`config.mk`:
```
export PLATFORM = sky130hd
export DESIGN_NAME = minimum_spanning_tree_engine_unit
export DESIGN_NICKNAME = d
export VERILOG_FILES = /design/src/design/mst_pkg.sv /design/src/design/minimum_spanning_tree_engine_unit.sv
export SDC_FILE = /design/constraint.sdc
export NUM_CORES = 2
export LEC_CHECK = 0
export ABC_AREA = 1
export BUFFER_PORTS_ARGS = -buffer_cell sky130_fd_sc_hd__buf_4
export CORE_UTILIZATION = 55
export CTS_CLUSTER_SIZE = 10
export DETAILED_ROUTE_END_ITERATION = 8
export PLACE_DENSITY = 0.73
export SKIP_LAST_GASP = 1
export SLEW_MARGIN = 5
export SYNTH_ARGS = -nofsm -noshare
export SYNTH_HDL_FRONTEND = slang
export SYNTH_SLANG_ARGS = --single-unit
```
`constraint.sdc`:
```
create_clock -name clock -period 5.6 [get_ports clock]
set_input_delay 0.28 -clock clock [delete_from_list [all_inputs] [get_ports clock]]
set_output_delay 0.28 -clock clock [all_outputs]
set_load 0.01 [all_outputs]
```
`src/design/mst_pkg.sv`:
```
// shared types and constants of the minimum spanning tree engine
`default_nettype none

package mst_pkg;

   localparam int VTX_W     = 4;
   localparam int WGT_W     = 8;
   localparam int CNT_REG_W = 5;
   localparam int DATA_W    = 16;

   localparam logic [WGT_W-1:0]     NO_EDGE      = 8'hFF;
   localparam logic [CNT_REG_W-1:0] VCOUNT_RESET = 5'd16;

   typedef enum logic [1:0] {
      REQ_SET_EDGE = 2'd0,
      REQ_RUN      = 2'd1,
      REQ_CLEAR    = 2'd2
   } req_kind_type;

   typedef enum logic [5:0] {
      ST_IDLE  = 6'b000001,
      ST_WR_AB = 6'b000010,
      ST_WR_BA = 6'b000100,
      ST_ROW   = 6'b001000,
      ST_SCAN  = 6'b010000,
      ST_EMIT  = 6'b100000
   } state_type;

endpackage

`default_nettype wire

```
`src/design/minimum_spanning_tree_engine_unit.sv`:
```
// prim minimum spanning tree engine over a stored adjacency matrix
`default_nettype none

//  channel   | dir | handshake             | payload
//  ----------+-----+-----------------------+------------------------------------------
//  req_      | in  | req_tvalid/req_tready | tuser: request kind, tdata: a, b, weight
//  rsp_      | out | rsp_tvalid/rsp_tready | tdata: from, to, weight, tlast: final edge
//  csr_      | in  | csr_wen               | csr_wdata: vertex count
//
//  set edge is accepted and then writes the matrix once per direction; clear acts at accept
//  a run of n vertices is paced by the single matrix read port walking one row entry per
//  cycle and by the one-entry-a-cycle scan
//  reset is synchronous; entry valid bits make the matrix read as no edge at once, no sweep
//  req_tready is high only while the sequencer is idle; a stalled result holds the
//  sequencer in its emit step until the output register frees up

module minimum_spanning_tree_engine_unit
   import mst_pkg::*;
#(
   parameter int MAX_VERTICES = 16
) (
   input  wire                  clock,
   input  wire                  reset,
   // request transaction
   input  wire                  req_tvalid,
   output logic                 req_tready,
   input  wire [DATA_W-1:0]     req_tdata,   // vertex_a[3:0], vertex_b[7:4], edge_weight[15:8]
   input  wire [1:0]            req_tuser,   // req_type[1:0]
   // result transaction
   output logic                 rsp_tvalid,
   input  wire                  rsp_tready,
   output logic [DATA_W-1:0]    rsp_tdata,   // from_vertex[3:0], to_vertex[7:4], tree_weight[15:8]
   output logic                 rsp_tlast,   // last
   // vertex count register
   input  wire                  csr_wen,
   input  wire [CNT_REG_W-1:0]  csr_wdata
);

   // vertices actually addressable: fields are four bits wide
   localparam int VCAP    = (MAX_VERTICES < 16) ? MAX_VERTICES : 16;
   localparam int VIDX_W  = $clog2(VCAP);
   localparam int VCNT_W  = $clog2(VCAP + 1);
   localparam int ENTRIES = VCAP * VCAP;
   localparam int ADDR_W  = $clog2(ENTRIES);
   localparam logic [CNT_REG_W-1:0] VCAP_REG = CNT_REG_W'(VCAP);

   function automatic logic [ADDR_W-1:0] mat_addr(input logic [VIDX_W-1:0] row,
                                                  input logic [VIDX_W-1:0] col);
      mat_addr = ADDR_W'(row) * ADDR_W'(VCAP) + ADDR_W'(col);
   endfunction

   // request fields
   logic [VTX_W-1:0] req_a;
   logic [VTX_W-1:0] req_b;
   logic [WGT_W-1:0] req_w;
   req_kind_type     req_kind;

   assign req_a    = req_tdata[3:0];
   assign req_b    = req_tdata[7:4];
   assign req_w    = req_tdata[15:8];
   assign req_kind = req_kind_type'(req_tuser);

   // sequencer registers
   state_type             state_ff,  state_in;
   logic [CNT_REG_W-1:0]  vcount_ff, vcount_in;
   logic [VCNT_W-1:0]     n_ff,      n_in;
   logic [VIDX_W-1:0]     a_ff,      a_in;
   logic [VIDX_W-1:0]     b_ff,      b_in;
   logic [WGT_W-1:0]      w_ff,      w_in;
   logic [VIDX_W-1:0]     k_ff,      k_in;       // vertex being added / relaxing from
   logic [WGT_W-1:0]      bestc_ff,  bestc_in;   // cheapest cost seen in the scan
   logic                  found_ff,  found_in;
   logic [VCNT_W-1:0]     idx_ff,    idx_in;     // scan / row walk position
   logic [VCNT_W-1:0]     added_ff,  added_in;   // vertices already in the tree
   logic                  force_ff,  force_in;   // first row pass loads costs outright
   logic                  pend_ff,   pend_in;    // a matrix read is returning
   logic [VIDX_W-1:0]     pidx_ff,   pidx_in;
   logic                  rsp_tvalid_ff, rsp_tvalid_in;
   logic [DATA_W-1:0]     rsp_data_ff,   rsp_data_in;
   logic                  rsp_last_ff,   rsp_last_in;

   // matrix store and its entry valid bits
   logic [WGT_W-1:0]   adj_mem [ENTRIES];
   logic [ENTRIES-1:0] adj_valid_ff;
   logic [WGT_W-1:0]   rd_data_ff;
   logic               rd_valid_ff;
   logic               mem_we;
   logic [ADDR_W-1:0]  mem_waddr;
   logic               mem_re;
   logic [ADDR_W-1:0]  mem_raddr;
   logic               valid_clear;

   // per-vertex run state
   logic [WGT_W-1:0]  cost_ff   [VCAP];
   logic [VIDX_W-1:0] parent_ff [VCAP];
   logic [VCAP-1:0]   in_tree_ff;
   logic              tree_init;
   logic              tree_set;

   // relaxation stage on returning row data
   logic [WGT_W-1:0]  relax_w;
   logic              relax_upd;
   logic [VIDX_W-1:0] cost_rd_idx;
   logic [WGT_W-1:0]  cost_rd;
   logic [VCNT_W-1:0] added_plus;
   logic              is_last;
   logic              emit_fire;
   logic [VCNT_W-1:0] run_n;

   assign cost_rd_idx = (state_ff == ST_SCAN) ? idx_ff[VIDX_W-1:0] : pidx_ff;
   assign cost_rd     = cost_ff[cost_rd_idx];
   assign relax_w     = rd_valid_ff ? rd_data_ff : NO_EDGE;
   assign relax_upd   = pend_ff &&
                        (force_ff || (!in_tree_ff[pidx_ff] && (relax_w < cost_rd)));
   assign added_plus  = added_ff + VCNT_W'(1);
   assign is_last     = (added_plus == n_ff);
   assign emit_fire   = (state_ff == ST_EMIT) && (!rsp_tvalid_ff || rsp_tready);

   // vertex count in use: zero acts as one, large values saturate
   always_comb begin
      if (vcount_ff == '0) begin
         run_n = VCNT_W'(1);
      end else if (vcount_ff > VCAP_REG) begin
         run_n = VCNT_W'(VCAP);
      end else begin
         run_n = VCNT_W'(vcount_ff);
      end
   end

   always_comb begin
      state_in      = state_ff;
      vcount_in     = csr_wen ? csr_wdata : vcount_ff;
      n_in          = n_ff;
      a_in          = a_ff;
      b_in          = b_ff;
      w_in          = w_ff;
      k_in          = k_ff;
      bestc_in      = bestc_ff;
      found_in      = found_ff;
      idx_in        = idx_ff;
      added_in      = added_ff;
      force_in      = force_ff;
      pend_in       = pend_ff;
      pidx_in       = pidx_ff;
      rsp_tvalid_in = rsp_tvalid_ff && !rsp_tready;
      rsp_data_in   = rsp_data_ff;
      rsp_last_in   = rsp_last_ff;
      mem_we        = 1'b0;
      mem_waddr     = mat_addr(a_ff, b_ff);
      mem_re        = 1'b0;
      mem_raddr     = mat_addr(k_ff, idx_ff[VIDX_W-1:0]);
      valid_clear   = 1'b0;
      tree_init     = 1'b0;
      tree_set      = 1'b0;

      case (state_ff)
         ST_IDLE: begin
            if (req_tvalid) begin
               case (req_kind)
                  REQ_SET_EDGE: begin
                     a_in = req_a[VIDX_W-1:0];
                     b_in = req_b[VIDX_W-1:0];
                     w_in = req_w;
                     // endpoints past the matrix are dropped
                     if (({1'b0, req_a} < VCAP_REG) && ({1'b0, req_b} < VCAP_REG)) begin
                        state_in = ST_WR_AB;
                     end
                  end
                  REQ_RUN: begin
                     n_in      = run_n;
                     k_in      = '0;
                     force_in  = 1'b1;
                     idx_in    = VCNT_W'(1);
                     pend_in   = 1'b0;
                     added_in  = VCNT_W'(1);
                     tree_init = 1'b1;
                     state_in  = ST_ROW;
                  end
                  REQ_CLEAR: begin
                     valid_clear = 1'b1;
                  end
                  default: begin
                  end
               endcase
            end
         end
         ST_WR_AB: begin
            mem_we    = 1'b1;
            mem_waddr = mat_addr(a_ff, b_ff);
            state_in  = ST_WR_BA;
         end
         ST_WR_BA: begin
            mem_we    = 1'b1;
            mem_waddr = mat_addr(b_ff, a_ff);
            state_in  = ST_IDLE;
         end
         ST_ROW: begin
            if (idx_ff < n_ff) begin
               mem_re  = 1'b1;
               pend_in = 1'b1;
               pidx_in = idx_ff[VIDX_W-1:0];
               idx_in  = idx_ff + VCNT_W'(1);
            end else begin
               pend_in = 1'b0;
               if (!pend_ff) begin
                  idx_in   = VCNT_W'(1);
                  found_in = 1'b0;
                  state_in = (added_ff == n_ff) ? ST_IDLE : ST_SCAN;
               end
            end
         end
         ST_SCAN: begin
            if (idx_ff < n_ff) begin
               if (!in_tree_ff[idx_ff[VIDX_W-1:0]] && (!found_ff || (cost_rd < bestc_ff))) begin
                  k_in     = idx_ff[VIDX_W-1:0];
                  bestc_in = cost_rd;
                  found_in = 1'b1;
               end
               idx_in = idx_ff + VCNT_W'(1);
            end else begin
               state_in = ST_EMIT;
            end
         end
         ST_EMIT: begin
            if (emit_fire) begin
               rsp_tvalid_in = 1'b1;
               rsp_data_in   = {bestc_ff, VTX_W'(k_ff), VTX_W'(parent_ff[k_ff])};
               rsp_last_in   = is_last;
               tree_set      = 1'b1;
               added_in      = added_plus;
               if (is_last) begin
                  state_in = ST_IDLE;
               end else begin
                  idx_in   = VCNT_W'(1);
                  force_in = 1'b0;
                  pend_in  = 1'b0;
                  state_in = ST_ROW;
               end
            end
         end
         default: begin
            state_in = ST_IDLE;
         end
      endcase
   end

   always_ff @(posedge clock) begin
      if (reset) begin
         state_ff      <= ST_IDLE;
         vcount_ff     <= VCOUNT_RESET;
         pend_ff       <= 1'b0;
         found_ff      <= 1'b0;
         rsp_tvalid_ff <= 1'b0;
      end else begin
         state_ff      <= state_in;
         vcount_ff     <= vcount_in;
         pend_ff       <= pend_in;
         found_ff      <= found_in;
         rsp_tvalid_ff <= rsp_tvalid_in;
      end
   end

   always_ff @(posedge clock) begin
      n_ff        <= n_in;
      a_ff        <= a_in;
      b_ff        <= b_in;
      w_ff        <= w_in;
      k_ff        <= k_in;
      bestc_ff    <= bestc_in;
      idx_ff      <= idx_in;
      added_ff    <= added_in;
      force_ff    <= force_in;
      pidx_ff     <= pidx_in;
      rsp_data_ff <= rsp_data_in;
      rsp_last_ff <= rsp_last_in;
   end

   // matrix memory, one write and one registered read per cycle
   always_ff @(posedge clock) begin
      if (mem_we) begin
         adj_mem[mem_waddr] <= w_ff;
      end
      if (mem_re) begin
         rd_data_ff <= adj_mem[mem_raddr];
      end
   end

   // an entry never written since reset or clear reads as no edge
   always_ff @(posedge clock) begin
      if (reset || valid_clear) begin
         adj_valid_ff <= '0;
      end else if (mem_we) begin
         adj_valid_ff[mem_waddr] <= 1'b1;
      end
      if (mem_re) begin
         rd_valid_ff <= adj_valid_ff[mem_raddr] && !(reset || valid_clear);
      end
   end

   // tree membership and best links
   always_ff @(posedge clock) begin
      if (tree_init) begin
         in_tree_ff <= VCAP'(1);
      end else if (tree_set) begin
         in_tree_ff[k_ff] <= 1'b1;
      end
      if (relax_upd) begin
         cost_ff[pidx_ff]   <= relax_w;
         parent_ff[pidx_ff] <= k_ff;
      end
   end

   assign req_tready = (state_ff == ST_IDLE);
   assign rsp_tvalid = rsp_tvalid_ff;
   assign rsp_tdata  = rsp_data_ff;
   assign rsp_tlast  = rsp_last_ff;

   // a finished scan always has an unattached vertex to pick
   a_scan_found: assert property (@(posedge clock) disable iff (reset)
      (state_ff == ST_SCAN && idx_ff == n_ff) |-> found_ff)
      else $error("scan ended without a candidate");

   // row data only returns during a row walk
   a_pend_in_row: assert property (@(posedge clock) disable iff (reset)
      pend_ff |-> (state_ff == ST_ROW))
      else $error("matrix read pending outside row walk");

   // scanning only while vertices remain outside the tree
   a_scan_room: assert property (@(posedge clock) disable iff (reset)
      (state_ff == ST_SCAN) |-> (added_ff < n_ff))
      else $error("scan with tree already complete");

   // an emit step loads the output register
   a_emit_loads: assert property (@(posedge clock) disable iff (reset)
      emit_fire |=> rsp_tvalid)
      else $error("emitted edge not presented");

endmodule

`default_nettype wire
```
== After elaboration in Yosys (flattened, before gate mapping) ==
Memory sizes are Yosys's and may differ from the RTL's. A register that Yosys moved wholly into a read port is not among the register bits.
Cells that the tools add are included.
Widths: inputs -> output; s select.

* Muxes and demuxes: 68
* Reduce and logical (&&, ||, !) cells: 39
* Bitwise logic cells: 2
* $add $sub $neg: 5
* Order comparisons: 11
* Equality and inequality tests: 21

{| class="wikitable"
|+ Operator list
! kind !! count
|-
| $or 256x256->256 || 1
|-
| $mux 5 || 10
|-
| $mux 1 || 32
|-
| $mux 6 || 5
|-
| $pmux 6 s5 || 1
|-
| $add 8x4->8 || 3
|-
| $mux 4 || 6
|-
| $pmux 5 s4 || 1
|-
| $reduce_and 5->1 || 4
|-
| $lt 8x9->1 const B || 2
|-
| $lt 8x8->1 || 2
|-
| $mux 8 || 2
|-
| $or 16x16->16 || 1
|-
| $lt 4x5->1 const B || 3
|-
| $ne 2x2->1 const B || 6
|-
| $pmux 6 s2 || 1
|-
| $add 5x1->5 const B || 2
|-
| $eq 5x5->1 || 2
|-
| $pmux 5 s2 || 1
|-
| $reduce_and 3->1 || 3
|-
| $bmux 1 s4 || 2
|-
| $bmux 1 s8 || 1
|-
| $demux 1 s8 || 1
|-
| $ge 8x1->1 const B || 1
|-
| 31 further kinds || 53
|}

* Output and inout bits: 19
* Input port bits: 28
* Register bits: 352
* RAM bits: 2240
* Memories: 3
* Logic and storage cells: 170

{| class="wikitable"
|+ Memory list
! name !! words !! width !! read ports !! clocked after memory_dff !! wr ports !! line !! text
|-
| adj_mem || 256 || 8 || 1 || 1 || 1 || minimum_spanning_tree_engine_unit.sv:83 || <nowiki>logic [WGT_W-1:0] adj_mem [ENTRIES];</nowiki>
|-
| cost_ff || 16 || 8 || 1 || 0 || 1 || minimum_spanning_tree_engine_unit.sv:94 || <nowiki>logic [WGT_W-1:0] cost_ff [VCAP];</nowiki>
|-
| parent_ff || 16 || 4 || 1 || 1 || 1 || minimum_spanning_tree_engine_unit.sv:95 || <nowiki>logic [VIDX_W-1:0] parent_ff [VCAP];</nowiki>
|}

== Depth between registers and ports, before layout ==
An unclocked memory read counts as a cell.

* Depth after elaboration: 9
* Gate-level depth with buffers: 23

== Least setup slack after synthesis ==
No wires, ideal clock.

* Path type: reg2reg
* Start point: register w_ff[0]
* End point: memory adj_mem[0][0], data pin
* Arrival time: 3228 ps
* Library setup time: 817 ps
* Period minus slack after synthesis: 4046 ps
* Path slack: 1554 ps
* Path buffers: 0
* Data required time: 4783 ps
* Stages on the path, launching flop included: 1
* Path through: edfxtp_1

{| class="wikitable"
|+ RTL lines
! element !! line !! text
|-
| start, declared || minimum_spanning_tree_engine_unit.sv:69 || <nowiki>logic [WGT_W-1:0] w_ff, w_in;</nowiki>
|-
| start signal, assigned || minimum_spanning_tree_engine_unit.sv:267 || <nowiki>w_ff <= w_in;</nowiki>
|-
| end, declared || minimum_spanning_tree_engine_unit.sv:83 ||
|}

No word-level cell before the write port.

== Worst setup path after layout ==
* Start point: register idx_ff[0]
* End point: register rd_data_ff[0] (read register of adj_mem), data pin

* Longest elaborated chain between the ends: 3

{| class="wikitable"
|+ RTL lines
! element !! line !! text
|-
| start, declared || minimum_spanning_tree_engine_unit.sv:73 || <nowiki>logic [VCNT_W-1:0] idx_ff, idx_in;</nowiki>
|-
| start signal, assigned || minimum_spanning_tree_engine_unit.sv:270 || <nowiki>idx_ff <= idx_in;</nowiki>
|-
| $lt 5x5->1 || minimum_spanning_tree_engine_unit.sv:198 || <nowiki>if (idx_ff < n_ff) begin</nowiki>
|-
| $mux 1 || minimum_spanning_tree_engine_unit.sv:198 ||
|-
| $mux 1 || minimum_spanning_tree_engine_unit.sv:156 || <nowiki>case (state_ff)</nowiki>
|-
| end, declared || minimum_spanning_tree_engine_unit.sv:85 || <nowiki>logic [WGT_W-1:0] rd_data_ff;</nowiki>
|}

Several ways; a longest one is shown, not always the timed one.
A chain may end at the register's enable or synchronous reset.

==> reports/metrics.yaml <==
outcome: "finished with violations"
violations: "max-capacitance violations, max-slew violations"
synthArstFlopShare_pct: 0
period_needed_ns: 4.80
setup_viol: 0
cp-end-kind: "flip-flop"
yosys.area.top_type: "edfxtp_1"
post-route-period-util_pct: 85.8
drcViolationCount: 0
synth_area_sq_um: 103000
drive_gt1_share_pct: 9.82
slowest_stage: "o31ai_1"
antenna_found_initial: 6
final_util_pct: 62.0
fp.dieW_um: 435
crit_family: "compound AO/OA/AOI/OAI gates"
hold_path_class: "primary input to flip-flop"
grt_pass1_vias: 65800
post-cts-setup-buffers: 0
track_usage_pct: 29.7
ir_worst_vdd_uv: 466
core_region_area_sq_um: 186000
syn_nets: 8303
cts_sinks: 2600
grt_pass1_wl_um: 424000
grt_max_degree: 199
die_y_um: 435
h-tree-depth: 5
timing.rr.start: "idx_ff[0]"
cts-hold-fix-buffers: 36
cts_tree: "yes"
nets: 8298
grt_remaining_overflow: 0
ctsResizeCount: 0
reg2reg_depth: 10
slew_viol_final: 2
hold_ws_ns: 0.0790
placed_area_sq_um: 106000
cts-root-buf: "clkbuf_16"
whs_endpoint: "w_ff[5]"
leakagePower_nw: 36.6
synth_top_flop_cell: "edfxtp_1"
synth_common_cells: "edfxtp_1, nor2_1, o21ai_0"
ys_types: 56
synth_most_common_cell: "edfxtp_1"
instances_no_fill: 11000
synth-edff-count: 2314
drt_iter0_markers: 10400
max_stage_delay_ns: 1.18
max-cap-violations: 1
place_ws_ns: 0.926
arrival_ns: 5.42
drtPass1Iterations: 6
wl_per_cell_um: 26.2
drt.antenna.violating_nets: 0
ys_warn_count: 0
portBuffers: 46
dpl.hpwl_um: 161000
wl_um: 287000
rsz0062_at_grt: "false"
cp_max_fo: 169
ys_seq_elements: 2600
area_growth_pct: 11.7
critical_path_buf_inv_count: 3
dp.cells: 10400
power_mw: 51.0
critPathKind: "flip-flop to flip-flop"
fp.dieArea_sq_um: 189000
ys_seq_area_share_pct: 72.9
fin_area_sq_um: 115000
num_rows: 158
skew_ns: 0.0583
hold_viol: 0
setup_tns_ns: 0
clk_latency_ns: 0.95
cts_buffers: 313
vias: 70200
reg2reg_setup_slack_ns: 0.80
holdCritStartpoint: "req_tdata[13]"
syn_avg_cell_area_sq_um: 12.5
tightest_slew_ns: 1.52
cp.required_ns: 6.21
crit_chain: "buf_4 > buf_12 > buf_4 > o21ai_0 > o22ai_1 > o211ai_1 > a21oi_1 > or2_2 > o31ai_1 > nand4_1"
max_freq_ghz: 0.208
cp_common_cell: "buf_4"
boundaryPins: 47
synthCells: 8253
vias_per_cell: 6.41
finalWorstSetupSlack_ns: 0.796
clk_path_buf_depth: 4
clkTransAtPathRegs_ns: 0.06
cp-start-kind: "flip-flop"
p_per_area_nw_per_um2: 443
synthTopCellsByArea: "edfxtp_1, nor2_1, o21ai_0"
gp_congestion: 0.950
synth_top_area_share_pct: 67.4
rr_endpoint: "rd_data_ff[0]"
whs_path_depth: 2
initial_core_util_pct: 55.5
relSlewSlack_pct: -2.16
## worst max-delay path by stage
stage / from / endpoint / slack, ns / cells past startpoint
2_1_floorplan: w_ff[0] / adj_mem[0][0] / 1.55 / 0
3_3_place_gp: idx_ff[0] / cost_ff[0][1] / 1.09 / 18
3_5_place_dp: idx_ff[0] / cost_ff[0][6] / 0.93 / 18
4_1_cts: idx_ff[0] / cost_ff[0][1] / 0.91 / 18
5_1_grt: idx_ff[0] / cost_ff[0][1] / 0.61 / 18
6_report: idx_ff[0] / rd_data_ff[0] / 0.80 / 10
## worst reg2reg max path, delay by kind of cell, from the launching register on
kind | cells | cell delay (ns)
simple gates | 2 | 0.54
buf+inv | 3 | 1.35
flops | 1 | 0.51
compound gates | 5 | 2.08
## cell families (layout without fill, tap and decap cells)
kind of cell / count (synthesis) / in the layout / synth area share (%)
other cells: 0 / 1 / 0
compound gates: 2220 / 2220 / 13.2
simple gates: 2648 / 2648 / 10.5
flops: 2600 / 2600 / 72.9
fa+ha+maj: 22 / 22 / 0.267
xor+xnor: 9 / 9 / 0.0764
buf+inv: 754 / 973 / 3.01
## layout by cell type (no fill, tap or decap), types with 5 or more instances in the layout
cell type,instances
ha_1,22
clkbuf_1,206
dlygate4sd3_1,36
nand3_1,200
edfxtp_1,2314
o21ai_2,10
nor4_1,6
inv_6,6
nand3_2,7
buf_12,30
clkbuf_16,318
inv_1,104
nor2_4,15
a211oi_1,6
a22oi_1,36
o211ai_1,199
a21boi_0,5
nand4_1,15
nor2_1,1986
dfxtp_1,286
o221ai_1,404
o31ai_1,11
o21ai_0,1217
nor2_2,137
buf_4,200
a22o_1,7
o22ai_1,159
nand2_1,230
clkinv_1,8
xnor2_1,6
a21oi_1,146
inv_2,55
nor3_1,6
or2_2,29
nand2_2,5
## cell type report
| cell class | instances | area (sq um) |
|---|---|---|
| sequential | 2600 | 75200 |
| antenna | 1 | 2.50 |
| multi-input combinational | 4899 | 24900 |
| inverter | 168 | 656 |
| tap | 2480 | 3100 |
| timing repair buffer | 266 | 2460 |
| clock buffer | 527 | 8770 |
| clock inverter | 12 | 108 |
| fill | 13700 | 70600 |
## sequential cells by signal (all words and copies together) (netlist names), 4 cells and up
name / count
k_ff: 4
w_ff: 8
parent_ff: 64
rsp_tdata: 16
adj_mem: 2048
a_ff: 4
added_ff: 5
pidx_ff: 4
bestc_ff: 8
vcount_ff: 5
adj_valid_ff: 256
state_ff: 6
in_tree_ff: 16
idx_ff: 5
b_ff: 4
n_ff: 5
cost_ff: 128
rd_data_ff: 8
## routing by layer
layer  GRT usage [%]  vias to the layer above  routed length, um
met2            44.3                     4566             129000
met3            6.40                      744              34100
met1            41.7                    34400             110000
li1                -                    30500                  -
met5               0                        -                 32
met4            14.3                        4              14700
## where the power goes
group,total [mW],internal [mW],switching [mW]
logic,11.5,3.04,8.49
clock network,18.0,10.6,7.42
registers,21.4,21.3,0.110
(Power assumes the default switching activity.)
